## src/sv/ddp_fp_pkg.sv

```systemverilog
`default_nettype none
package ddp_fp_pkg;

  localparam int unsigned MaxPayloadDef = 1440;

  localparam int unsigned FcW      = 21;
  localparam int unsigned CppW     = 11;
  localparam int unsigned StartW   = 25;
  localparam int unsigned CfgDataW = 25;
  localparam int unsigned CfgIdxW  = 3;
  localparam int unsigned OffW     = 26;
  localparam int unsigned SeqW     = 4;
  localparam int unsigned HdrIdxW  = 4;
  localparam int unsigned QDepth   = 2;

  localparam logic [CfgIdxW-1:0] RegFrameChannels    = 3'd0;
  localparam logic [CfgIdxW-1:0] RegChannelsPerPacket = 3'd1;
  localparam logic [CfgIdxW-1:0] RegKeepNumbers      = 3'd2;
  localparam logic [CfgIdxW-1:0] RegStartChannel     = 3'd3;
  localparam logic [CfgIdxW-1:0] RegSyncMode         = 3'd4;

  localparam logic [7:0] FlagsBase = 8'h40;
  localparam logic [7:0] FlagPush  = 8'h01;
  localparam logic [7:0] DisplayId = 8'h01;

  localparam logic [SeqW-1:0] SeqFirst = 4'd1;
  localparam logic [SeqW-1:0] SeqLast  = 4'd15;

  localparam logic [HdrIdxW-1:0] HdrFlags  = 4'd0;
  localparam logic [HdrIdxW-1:0] HdrSeq    = 4'd1;
  localparam logic [HdrIdxW-1:0] HdrRsvd   = 4'd2;
  localparam logic [HdrIdxW-1:0] HdrId     = 4'd3;
  localparam logic [HdrIdxW-1:0] HdrOff3   = 4'd4;
  localparam logic [HdrIdxW-1:0] HdrOff2   = 4'd5;
  localparam logic [HdrIdxW-1:0] HdrOff1   = 4'd6;
  localparam logic [HdrIdxW-1:0] HdrOff0   = 4'd7;
  localparam logic [HdrIdxW-1:0] HdrLenHi  = 4'd8;
  localparam logic [HdrIdxW-1:0] HdrLenLo  = 4'd9;
  localparam logic [HdrIdxW-1:0] HdrCount  = 4'd10;

  typedef struct packed {
    logic [7:0]      data;
    logic            hdr;
    logic            push;
    logic [SeqW-1:0] seq;
    logic [OffW-1:0] off;
    logic [CppW-1:0] len;
    logic            eop;
    logic            eof;
  } entry_t;

  function automatic logic [7:0] hdr_byte(input logic [HdrIdxW-1:0] idx, input entry_t e);
    logic [31:0] off32;
    logic [15:0] len16;
    logic [7:0]  b;
    off32 = {{(32-OffW){1'b0}}, e.off};
    len16 = {{(16-CppW){1'b0}}, e.len};
    case (idx)
      HdrFlags: b = e.push ? (FlagsBase | FlagPush) : FlagsBase;
      HdrSeq:   b = {{(8-SeqW){1'b0}}, e.seq};
      HdrRsvd:  b = 8'h00;
      HdrId:    b = DisplayId;
      HdrOff3:  b = off32[31:24];
      HdrOff2:  b = off32[23:16];
      HdrOff1:  b = off32[15:8];
      HdrOff0:  b = off32[7:0];
      HdrLenHi: b = len16[15:8];
      HdrLenLo: b = len16[7:0];
      default:  b = 8'h00;
    endcase
    return b;
  endfunction

endpackage
`default_nettype wire

```

## src/sv/ddp_fp_front.sv

```systemverilog
`default_nettype none
module ddp_fp_front #(
  parameter int unsigned MAX_PAYLOAD = ddp_fp_pkg::MaxPayloadDef
) (
  input  wire logic                               clk_i,
  input  wire logic                               rst_ni,
  input  wire logic                               cfg_we_i,
  input  wire logic [ddp_fp_pkg::CfgIdxW-1:0]     cfg_idx_i,
  input  wire logic [ddp_fp_pkg::CfgDataW-1:0]    cfg_data_i,
  input  wire logic                               in_valid_i,
  output logic                                    in_stall_o,
  input  wire logic [7:0]                         chan_byte_i,
  input  wire logic                               q_full_i,
  output logic                                    push_o,
  output ddp_fp_pkg::entry_t                      entry_o
);
  import ddp_fp_pkg::*;

  localparam int unsigned RemW = $clog2(MAX_PAYLOAD + 1);

  logic [FcW-1:0]    fc_q;
  logic [CppW-1:0]   cpp_q;
  logic              keep_q;
  logic [StartW-1:0] start_q;
  logic              sync_q;

  logic [FcW-1:0]    pos_q, pos_d;
  logic [RemW-1:0]   rem_q, rem_d;
  logic [SeqW-1:0]   seq_q, seq_d;

  logic [FcW-1:0]    fc;
  logic [CppW-1:0]   cpp;
  logic              pkt_start;
  logic [FcW-1:0]    pos0;
  logic [FcW-1:0]    left;
  logic              fits;
  logic [CppW-1:0]   len;
  logic [StartW-1:0] base;
  logic [OffW-1:0]   off;
  logic [RemW-1:0]   rem_cur;
  logic [RemW-1:0]   rem_dec;
  logic [FcW:0]      pos_inc;
  logic              eof;
  logic              eop;

  assign in_stall_o = q_full_i;
  assign push_o     = in_valid_i && !q_full_i;

  always_comb begin
    fc = (fc_q == '0) ? FcW'(1) : fc_q;
    if (cpp_q == '0) begin
      cpp = CppW'(1);
    end else if (cpp_q > CppW'(MAX_PAYLOAD)) begin
      cpp = CppW'(MAX_PAYLOAD);
    end else begin
      cpp = cpp_q;
    end
    pkt_start = (rem_q == '0);
    pos0      = (pkt_start && (pos_q >= fc)) ? '0 : pos_q;
    left      = fc - pos0;
    fits      = (left <= {{(FcW-CppW){1'b0}}, cpp});
    len       = fits ? left[CppW-1:0] : cpp;
    base      = (keep_q && (start_q != '0)) ? (start_q - StartW'(1)) : '0;
    off       = {{(OffW-StartW){1'b0}}, base} + {{(OffW-FcW){1'b0}}, pos0};
    rem_cur   = pkt_start ? RemW'(len) : rem_q;
    rem_dec   = rem_cur - RemW'(1);
    pos_inc   = {1'b0, pos0} + (FcW+1)'(1);
    eof       = (pos_inc >= {1'b0, fc});
    eop       = eof || (rem_dec == '0);

    pos_d = eof ? '0 : pos_inc[FcW-1:0];
    rem_d = eof ? '0 : rem_dec;
    if (eop) begin
      seq_d = (seq_q >= SeqLast) ? SeqFirst : (seq_q + SeqW'(1));
    end else begin
      seq_d = seq_q;
    end

    entry_o.data = chan_byte_i;
    entry_o.hdr  = pkt_start;
    entry_o.push = !sync_q && fits;
    entry_o.seq  = seq_q;
    entry_o.off  = off;
    entry_o.len  = len;
    entry_o.eop  = eop;
    entry_o.eof  = eof;
  end

  always_ff @(posedge clk_i or negedge rst_ni) begin
    if (!rst_ni) begin
      fc_q    <= FcW'(512);
      cpp_q   <= CppW'(1440);
      keep_q  <= 1'b1;
      start_q <= StartW'(1);
      sync_q  <= 1'b0;
    end else if (cfg_we_i) begin
      case (cfg_idx_i)
        RegFrameChannels:     fc_q    <= cfg_data_i[FcW-1:0];
        RegChannelsPerPacket: cpp_q   <= cfg_data_i[CppW-1:0];
        RegKeepNumbers:       keep_q  <= cfg_data_i[0];
        RegStartChannel:      start_q <= cfg_data_i[StartW-1:0];
        RegSyncMode:          sync_q  <= cfg_data_i[0];
        default: ;
      endcase
    end
  end

  always_ff @(posedge clk_i or negedge rst_ni) begin
    if (!rst_ni) begin
      pos_q <= '0;
      rem_q <= '0;
      seq_q <= SeqFirst;
    end else if (push_o) begin
      pos_q <= pos_d;
      rem_q <= rem_d;
      seq_q <= seq_d;
    end
  end

endmodule
`default_nettype wire

```

## src/sv/ddp_fp_queue.sv

```systemverilog
`default_nettype none
module ddp_fp_queue (
  input  wire logic                clk_i,
  input  wire logic                rst_ni,
  input  wire logic                push_i,
  input  wire ddp_fp_pkg::entry_t  entry_i,
  output logic                     full_o,
  output logic                     valid_o,
  output ddp_fp_pkg::entry_t       head_o,
  input  wire logic                pop_i
);
  import ddp_fp_pkg::*;

  localparam int unsigned PtrW = (QDepth > 1) ? $clog2(QDepth) : 1;
  localparam int unsigned CntW = $clog2(QDepth + 1);

  entry_t          mem_q [QDepth];
  logic [PtrW-1:0] wr_ptr_q;
  logic [PtrW-1:0] rd_ptr_q;
  logic [CntW-1:0] cnt_q;

  assign full_o  = (cnt_q == CntW'(QDepth));
  assign valid_o = (cnt_q != '0);
  assign head_o  = mem_q[rd_ptr_q];

  function automatic logic [PtrW-1:0] ptr_inc(input logic [PtrW-1:0] p);
    return (p == PtrW'(QDepth - 1)) ? '0 : (p + PtrW'(1));
  endfunction

  always_ff @(posedge clk_i) begin
    if (push_i) begin
      mem_q[wr_ptr_q] <= entry_i;
    end
  end

  always_ff @(posedge clk_i or negedge rst_ni) begin
    if (!rst_ni) begin
      wr_ptr_q <= '0;
      rd_ptr_q <= '0;
      cnt_q    <= '0;
    end else begin
      if (push_i) begin
        wr_ptr_q <= ptr_inc(wr_ptr_q);
      end
      if (pop_i) begin
        rd_ptr_q <= ptr_inc(rd_ptr_q);
      end
      if (push_i && !pop_i) begin
        cnt_q <= cnt_q + CntW'(1);
      end else if (pop_i && !push_i) begin
        cnt_q <= cnt_q - CntW'(1);
      end
    end
  end

endmodule
`default_nettype wire

```

## src/sv/ddp_fp_back.sv

```systemverilog
`default_nettype none
module ddp_fp_back (
  input  wire logic                clk_i,
  input  wire logic                rst_ni,
  input  wire logic                head_valid_i,
  input  wire ddp_fp_pkg::entry_t  head_i,
  output logic                     pop_o,
  output logic                     out_valid_o,
  input  wire logic                out_stall_i,
  output logic [7:0]               out_byte_o,
  output logic                     is_header_o,
  output logic                     end_of_packet_o,
  output logic                     end_of_frame_o,
  output logic                     last_of_run_o
);
  import ddp_fp_pkg::*;

  logic [HdrIdxW-1:0] idx_q, idx_d;
  logic               vld_q, vld_d;
  logic [7:0]         byte_q, byte_d;
  logic               hdr_q, hdr_d;
  logic               eop_q, eop_d;
  logic               eof_q, eof_d;
  logic               last_q, last_d;

  logic load;
  logic emit_hdr;

  assign load     = head_valid_i && (!vld_q || !out_stall_i);
  assign emit_hdr = head_i.hdr && (idx_q != HdrCount);
  assign pop_o    = load && !emit_hdr;

  always_comb begin
    idx_d  = idx_q;
    vld_d  = vld_q && out_stall_i;
    byte_d = byte_q;
    hdr_d  = hdr_q;
    eop_d  = eop_q;
    eof_d  = eof_q;
    last_d = last_q;
    if (load) begin
      vld_d = 1'b1;
      if (emit_hdr) begin
        byte_d = hdr_byte(idx_q, head_i);
        hdr_d  = 1'b1;
        eop_d  = 1'b0;
        eof_d  = 1'b0;
        last_d = 1'b0;
        idx_d  = idx_q + HdrIdxW'(1);
      end else begin
        byte_d = head_i.data;
        hdr_d  = 1'b0;
        eop_d  = head_i.eop;
        eof_d  = head_i.eof;
        last_d = 1'b1;
        idx_d  = '0;
      end
    end
  end

  always_ff @(posedge clk_i or negedge rst_ni) begin
    if (!rst_ni) begin
      idx_q <= '0;
      vld_q <= 1'b0;
    end else begin
      idx_q <= idx_d;
      vld_q <= vld_d;
    end
  end

  always_ff @(posedge clk_i) begin
    byte_q <= byte_d;
    hdr_q  <= hdr_d;
    eop_q  <= eop_d;
    eof_q  <= eof_d;
    last_q <= last_d;
  end

  assign out_valid_o     = vld_q;
  assign out_byte_o      = byte_q;
  assign is_header_o     = hdr_q;
  assign end_of_packet_o = eop_q;
  assign end_of_frame_o  = eof_q;
  assign last_of_run_o   = last_q;

endmodule
`default_nettype wire

```

## src/sv/ddp_frame_packetizer.sv

```systemverilog
// An accepted request is written into the queue and then loaded into the output
// register; a packet's first payload byte is preceded by ten header bytes.
// Throughput: one payload byte per cycle while not stalled, plus ten header bytes
// per packet, set by the single byte-wide output register draining the two-entry queue.
// Reset (async, active low): registers to defaults, position 0, sequence 1, queue empty.
`default_nettype none
module ddp_frame_packetizer #(
  parameter int unsigned MAX_PAYLOAD = ddp_fp_pkg::MaxPayloadDef
) (
  input  wire logic                            clk_i,
  input  wire logic                            rst_ni,
  input  wire logic                            cfg_we_i,
  input  wire logic [ddp_fp_pkg::CfgIdxW-1:0]  cfg_idx_i,
  input  wire logic [ddp_fp_pkg::CfgDataW-1:0] cfg_data_i,
  input  wire logic                            in_valid_i,
  output logic                                 in_stall_o,
  input  wire logic [7:0]                      chan_byte_i,
  output logic                                 out_valid_o,
  input  wire logic                            out_stall_i,
  output logic [7:0]                           out_byte_o,
  output logic                                 is_header_o,
  output logic                                 end_of_packet_o,
  output logic                                 end_of_frame_o,
  output logic                                 last_of_run_o
);
  import ddp_fp_pkg::*;

  logic   push;
  entry_t entry;
  logic   q_full;
  logic   q_valid;
  entry_t q_head;
  logic   pop;

  ddp_fp_front #(
    .MAX_PAYLOAD(MAX_PAYLOAD)
  ) u_front (
    .clk_i      (clk_i),
    .rst_ni     (rst_ni),
    .cfg_we_i   (cfg_we_i),
    .cfg_idx_i  (cfg_idx_i),
    .cfg_data_i (cfg_data_i),
    .in_valid_i (in_valid_i),
    .in_stall_o (in_stall_o),
    .chan_byte_i(chan_byte_i),
    .q_full_i   (q_full),
    .push_o     (push),
    .entry_o    (entry)
  );

  ddp_fp_queue u_queue (
    .clk_i  (clk_i),
    .rst_ni (rst_ni),
    .push_i (push),
    .entry_i(entry),
    .full_o (q_full),
    .valid_o(q_valid),
    .head_o (q_head),
    .pop_i  (pop)
  );

  ddp_fp_back u_back (
    .clk_i          (clk_i),
    .rst_ni         (rst_ni),
    .head_valid_i   (q_valid),
    .head_i         (q_head),
    .pop_o          (pop),
    .out_valid_o    (out_valid_o),
    .out_stall_i    (out_stall_i),
    .out_byte_o     (out_byte_o),
    .is_header_o    (is_header_o),
    .end_of_packet_o(end_of_packet_o),
    .end_of_frame_o (end_of_frame_o),
    .last_of_run_o  (last_of_run_o)
  );

endmodule
`default_nettype wire

```

## config.mk

```make
export PLATFORM = sky130hd
export DESIGN_NAME = ddp_frame_packetizer
export DESIGN_NICKNAME = d
export VERILOG_FILES = /design/src/sv/ddp_fp_pkg.sv /design/src/sv/ddp_fp_front.sv /design/src/sv/ddp_fp_queue.sv /design/src/sv/ddp_fp_back.sv /design/src/sv/ddp_frame_packetizer.sv
export SDC_FILE = /design/constraint.sdc
export NUM_CORES = 1
export LEC_CHECK = 0
export BUFFER_PORTS_ARGS = -buffer_cell sky130_fd_sc_hd__buf_2
export CELL_PAD_IN_SITES_DETAIL_PLACEMENT = 0
export CELL_PAD_IN_SITES_GLOBAL_PLACEMENT = 1
export CORE_MARGIN = 1
export CORE_UTILIZATION = 45
export CTS_CLUSTER_SIZE = 30
export DETAILED_ROUTE_END_ITERATION = 16
export PLACE_DENSITY_LB_ADDON = 0.3
export SETUP_SLACK_MARGIN = 0.5
export SYNTH_ARGS = -nofsm -noshare
export SYNTH_HDL_FRONTEND = slang
export SYNTH_SLANG_ARGS = --single-unit
```

## constraint.sdc

```tcl
create_clock -name clk_i -period 16.83 [get_ports clk_i]
set_clock_uncertainty 0.1 [all_clocks]
set_input_delay 1.683 -clock clk_i [delete_from_list [all_inputs] [get_ports clk_i]]
set_output_delay 1.683 -clock clk_i [all_outputs]
set_load 0.02 [all_outputs]
```

==> results of run 1 <==
registers in the layout, indices dropped and copies added, names as in the netlist, 8 cells and up:
| signal | cells |
|---|---|
| u_back.out_byte_o | 8 |
| u_front.start_q | 25 |
| u_front.rem_q | 11 |
| u_front.pos_q | 21 |
| u_front.cpp_q | 11 |
| u_queue.mem_q | 106 |
| u_front.fc_q | 21 |
logic make-up (layout without fill, tap and decap cells):
family	Yosys count	in the layout	synth area share [%]
fa+ha+maj	106	106	9.69
flops	222	222	44.5
mux	99	99	7.65
buf+inv	149	200	4.22
compound gates	284	284	13.5
xor+xnor	77	77	4.87
simple gates	449	449	15.6
per-layer routing:
| layer | up-vias | share of wire (%) |
|---|---|---|
| li1 | 5065 | - |
| met1 | 5129 | 45 |
| met2 | 271 | 46 |
| met3 | 73 | 5.0 |
| met4 | 0 | 4.1 |
| met5 | - | 0 |
synthesized netlist by cell type, drive strengths merged (6+ instances only):
cell	instances
a21o	16
nand2b	16
o21a	18
inv	88
nor2	106
a21boi	6
o21ai	94
xor2	29
clkbuf	52
edfxtp	118
nor2b	17
mux2i	50
dfstp	8
nand4	13
o211ai	7
nand2	145
dfrtp	96
o31ai	17
nor3	33
or2	7
nand3	36
a211oi	6
xnor2	48
ha	104
or3	7
mux2	49
o41ai	8
o22ai	16
buf	8
and2	15
and3	15
a21oi	53
nor4	18
path summary, 6_finish.rpt:
| check | end | cells past startpoint | from |
|---|---|---|---|
| max | u_front.seq_q[1] | 39 | u_front.fc_q[14] |
| min | u_back.out_valid_o | 2 | u_back.out_valid_o |
| max reg2reg | u_front.seq_q[1] | 39 | u_front.fc_q[14] |
| min reg2reg | u_back.out_valid_o | 2 | u_back.out_valid_o |
| max in group asynchronous | u_front.cpp_q[0] | 2 | rst_ni |
| min in group asynchronous | u_front.rem_q[0] | 1 | rst_ni |
area by class of cell:
| class | instances | share of cell area (%) |
|---|---|---|
| flip-flops and latches | 222 | 40.3 |
| inverters | 89 | 2.18 |
| well taps | 390 | 3.19 |
| multi-input cells | 1015 | 46.5 |
| clock buffers | 29 | 4.19 |
| repair buffers | 65 | 2.32 |
| clock inverters | 17 | 1.30 |
power groups by stage:
stage          combinational, mW  sequential (mW)  clock (mW)
2_1_floorplan              0.677            0.854           0
3_3_place_gp               0.937            0.853           0
3_5_place_dp               0.939            0.859           0
4_1_cts                    0.945            0.850       0.566
5_1_grt                     1.05            0.866       0.589
6_report                   0.938            0.851       0.555
worst max-delay path, delay by kind of cell (launching register included):
kind | cells | cell delay [ns]
compound gates | 15 | 3.14
mux | 1 | 0.29
buf+inv | 2 | 0.32
simple gates | 15 | 3.44
xor+xnor | 1 | 0.22
flops | 1 | 0.39
fa+ha+maj | 5 | 1.32
==> out/qor.yml, run 1 <==
status: "finished, final reports clean"
placed_area_um2: 14500
nNetsFinal: 1565
drv_cap: 0
synth_top_area_share_pct: 25.6
antennaDiodeCount: 0
coreArea_um2: 30000
synth.avg_cell_area_um2: 9.99
finalPower_mw: 2.34
drc: 0
grt.total_usage_pct: 23.6
post_cts_buffers: 0
io_pins: 55
synth_cells: 1386
ys.flop_type: "edfxtp_1"
die_area_um2: 31500
grt_pass1_vias: 10200
post_drt_via_cell_ratio: 5.77
routabilityCongestion: 0.917
clkPwrFrac_pct: 23.7
antenna_found_initial: 2
whs_ns: 0.396
overflow: 0
fillers: 2816
finalSetupViolCount: 0
finish.utilization_pct: 51.1
tightest_slew_ns: 1.24
power_frac_comb_pct: 40.0
cts-root-buf: "clkbuf_16"
synth-seq-area-share_pct: 44.5
grt_pass1_wl_um: 56800
period_share_pct: 55.5
cts_sinks: 222
syn_nets: 1533
end_kind: "register"
seqPwrFrac_pct: 36.3
slowest_stage: "or2_1"
syn2layout_area_growth_pct: 10.4
final.setup.tns_ns: 0
dpl.hpwl_um: 27800
die_w_um: 177
seqCellArea_um2: 6160
synth_edf_count: 118
grtUsageMet1_pct: 31.7
synth_top_cell_by_area: "edfxtp_1"
layout_setup_ws_ns: 7.50
met2_usage_pct: 38.3
drt_iter0_markers: 801
drive_gt1_share_pct: 12.9
min_path_type: "register to register"
ys_ff_latch: 222
start_util_pct: 46.2
first_pass_iters: 5
fmax_mhz: 107
final_cells: 1827
design_area_um2: 15300
clk_pin_slew_ns: 0.06
place_ws_ns: 7.59
dp_cells: 1781
cp.arrival_ns: 9.63
drt-total-wl_um: 36500
async_reset_ff_share_pct: 46.8
postCtsHoldBufs: 0
avgRoutedWirePerCell_um: 20.0
numPortBuffers: 54
p_int_mw: 1.46
syn-cell-area_um2: 13800
layout_commonest_cell: "nand2_1"
grt_start_max_net_pins: 71
ir_worst_vdd_uv: 90.9
hold_violations: 0
yosys_warnings: 0
num_vias: 10500
multi_input_area_um2: 7120
r2r_slack_ns: 7.50
ctsResizeCount: 0
clockBufferDepth: 3
rsz0062_at_grt: "false"
met3_usage_pct: 3.26
numCtsBuffers: 25
clock_latency_ns: 0.52
synthTopCellsByArea: "edfxtp_1, dfrtp_1, ha_1, nand2_1, mux2_2"
cts_tree: "built"
slew_headroom_pct: 17.2
ant_nets: 0
crit_type: "register to register"
yosys.cell_types.count: 74
most-common-layout-cells: "nand2_1, edfxtp_1, nor2_1"
finalCriticalPeriod_ns: 9.33
num_rows: 63
critPathLaunchType: "register"
power_switching_share_pct: 37.7
required_ns: 17.12
p_sw_uw: 884
slowest_delay_ns: 0.66
die_height_um: 177
p_per_area_nw_per_um2: 153
top_usage_layer: "met2"
p_leak_nw: 6.50
cts_max_level: 1
final-max-slew-violation-count: 0
cp_max_fo: 22
No activity file was read; power rests on OpenSTA's default activity.
==> run 2: changes to the inputs <==
==> constraint.sdc (replaced) <==
create_clock -name clk_i -period 8.4 [get_ports clk_i]
set_clock_uncertainty 0.1 [all_clocks]
set_input_delay 0.84 -clock clk_i [delete_from_list [all_inputs] [get_ports clk_i]]
set_output_delay 0.84 -clock clk_i [all_outputs]
set_load 0.02 [all_outputs]
==> run 2 against run 1 <==
Sequential cell count stayed put. Maximum frequency is 24% higher. Setup slack worse by 6.6 ns. Wire length is 1.4% higher. Total power is 110% higher. Sequential share of layout area is 0.78 points lower. Largest power group unchanged. Final cell count is 0.99% higher. Sequential power is 100% higher. Count of clock-buffer cells in the layout is 3 higher.
==> out/qor.yml, run 2 (synthesis gave the netlist of run 1 again) <==
slowest_stage: "dfstp_2"  # was or2_1
grt_start_max_net_pins: 74  # was 71
slowest_delay_ns: 0.55  # was 0.66 ns
most-common-layout-cells: "nand2_1, edfxtp_1, nor2_1"  # unchanged
antennaDiodeCount: 0  # unchanged
drv_cap: 0  # unchanged
numPortBuffers: 54  # unchanged
coreArea_um2: 30000  # unchanged
ir_worst_vdd_uv: 179  # was 90.9 µV
cp.arrival_ns: 7.87  # was 9.63 ns
cts-root-buf: "clkbuf_16"  # unchanged
tightest_slew_ns: 0.980  # was 1.24 ns
reg_top3: "u_queue.mem_q x106, u_front.start_q x25"  # unchanged
r2r_end: "u_front.seq_q[1]"  # unchanged
final.setup.tns_ns: 0  # unchanged
r2r_slack_ns: 0.85  # was 7.50 ns
status: "finished, final reports clean"  # unchanged
whs_ns: 0.157  # was 0.396 ns
finalPower_mw: 4.85  # was 2.34 mW
fmax_mhz: 132  # was 107 MHz
numCtsBuffers: 25  # unchanged
cts_max_level: 1  # unchanged
start_util_pct: 46.2  # unchanged
cts_sinks: 222  # unchanged
top_register: "u_queue.mem_q"  # unchanged
die_area_um2: 31500  # unchanged
post_drt_via_cell_ratio: 5.78  # was 5.77
nNetsFinal: 1583  # was 1,565
clockBufferDepth: 3  # unchanged
grtUsageMet1_pct: 34.0  # was 31.7%
grt.total_usage_pct: 23.9  # was 23.6%
met3_usage_pct: 2.53  # was 3.26%
ant_nets: 0  # unchanged
die_height_um: 177  # unchanged
clock_latency_ns: 0.53  # was 0.52 ns
worst-r2r-cell-count: 39  # unchanged
postCtsHoldBufs: 0  # unchanged
crit_type: "register to register"  # unchanged
design_area_um2: 15600  # was 15,300 µm²
grt_pass1_vias: 10300  # was 10,200
die_w_um: 177  # unchanged
placed_area_um2: 14500  # about the same
grt_pass1_wl_um: 57900  # was 56,800 µm
io_pins: 55  # unchanged
min_path_type: "input port to asynchronous set/reset pin"  # was register to register
dpl.hpwl_um: 27800  # about the same
r2r-start: "u_front.fc_q[9]"  # was u_front.fc_q[14]
final-max-slew-violation-count: 0  # unchanged
p_leak_nw: 6.64  # was 6.50 nW
required_ns: 8.72  # was 17.12 ns
p_per_area_nw_per_um2: 311  # was 153 nW/µm²
drt-total-wl_um: 37000  # was 36,500 µm
drc: 0  # unchanged
layout_commonest_cell: "nand2_1"  # unchanged
drive_gt1_share_pct: 15.6  # was 12.9%
syn2layout_area_growth_pct: 12.6  # was 10.4%
finalCriticalPeriod_ns: 7.55  # was 9.33 ns
period_share_pct: 89.9  # was 55.5%
cts_tree: "built"  # unchanged
hold_violations: 0  # unchanged
layout_setup_ws_ns: 0.851  # was 7.50 ns
finalSetupViolCount: 0  # unchanged
rsz0062_at_grt: "false"  # unchanged
num_rows: 63  # unchanged
slew_headroom_pct: 34.6  # was 17.2%
end_kind: "register"  # unchanged
avgRoutedWirePerCell_um: 20.1  # was 20.0 µm
cp_max_fo: 5  # was 22
routabilityCongestion: 0.922  # was 0.917
drt_iter0_markers: 800  # was 801
clk_pin_slew_ns: 0.06  # about the same
met2_usage_pct: 37.5  # was 38.3%
critPathLaunchType: "register"  # unchanged
antenna_found_initial: 2  # unchanged
overflow: 0  # unchanged
place_ws_ns: 0.0733  # was 7.59 ns
num_vias: 10700  # was 10,500
first_pass_iters: 7  # was 5
largest_reg_flops: 106  # unchanged
top_usage_layer: "met2"  # unchanged
run 2: changes by cell type in the layout (fill, tap and decap cells not counted), moves of 2 or more:
cell / before / now
clkbuf_1: 4 / 6
nor4b_1: 5 / 2
buf_4: 12 / 30
clkinv_2: 4 / 1
nand2b_4: 0 / 3
nor4b_2: 0 / 2
ha_1: 104 / 102
a21oi_2: 0 / 4
nor4_1: 18 / 16
o21ai_0: 88 / 86
nor4_2: 0 / 2
nand2b_1: 16 / 13
a21oi_1: 53 / 48
run 2: critical path, delay by kind of cell, from the launching register on:
| kind | cells | cell delay [ns] |
|---|---|---|
| compound gates | 15 | 2.52 |
| simple gates | 15 | 2.17 |
| fa+ha+maj | 5 | 1.24 |
| mux | 2 | 0.63 |
| flops | 1 | 0.55 |
| xor+xnor | 1 | 0.15 |
| buf+inv | 1 | 0.07 |
run 2: worst max-delay path by stage:
stage / from / end / cells after the start
global placement: u_front.fc_q[14] / u_front.seq_q[1] / 39
finish: u_front.fc_q[9] / u_front.seq_q[1] / 39
detailed placement: u_front.fc_q[9] / u_front.seq_q[1] / 39
CTS: u_front.fc_q[9] / u_front.seq_q[1] / 39
floorplan: u_front.fc_q[9] / u_front.seq_q[1] / 43
global route: u_front.fc_q[9] / u_front.seq_q[1] / 39
run 2: repair_timing:
item,CTS,global route
setup endpoints to repair,7,10
buffers inserted,7,4
resized for setup,3,26
pin swaps,6,18
run 2: per-stage QoR:
step                      util (%)  cells
after global routing          52.1   1845
after floorplan                  -   1386
after detailed placement      48.5   1788
final                         52.1   1845
after global placement        48.5   1788
after CTS                     51.5   1841
run 2: power by group:
| group | internal (mW) | switching (mW) | total, mW |
|---|---|---|---|
| clock network | 0.683 | 0.455 | 1.14 |
| logic | 0.798 | 1.19 | 1.99 |
| registers | 1.53 | 0.199 | 1.72 |
run 2: cell type report:
cell class                      instances  area [µm²]
Clock buffer                           32         662
Inverter                               89         334
Sequential cell                       222        6160
Timing Repair Buffer                   83         490
Clock inverter                         14         189
Fill cell                            2793       14400
Tap cell                              390         488
Multi-Input combinational cell       1015        7270
run 2: per-layer routing:
metal,wire (µm),up-vias
met5,0,-
met4,1370,0
met3,2030,67
met2,16500,341
met1,17100,5162
li1,-,5100
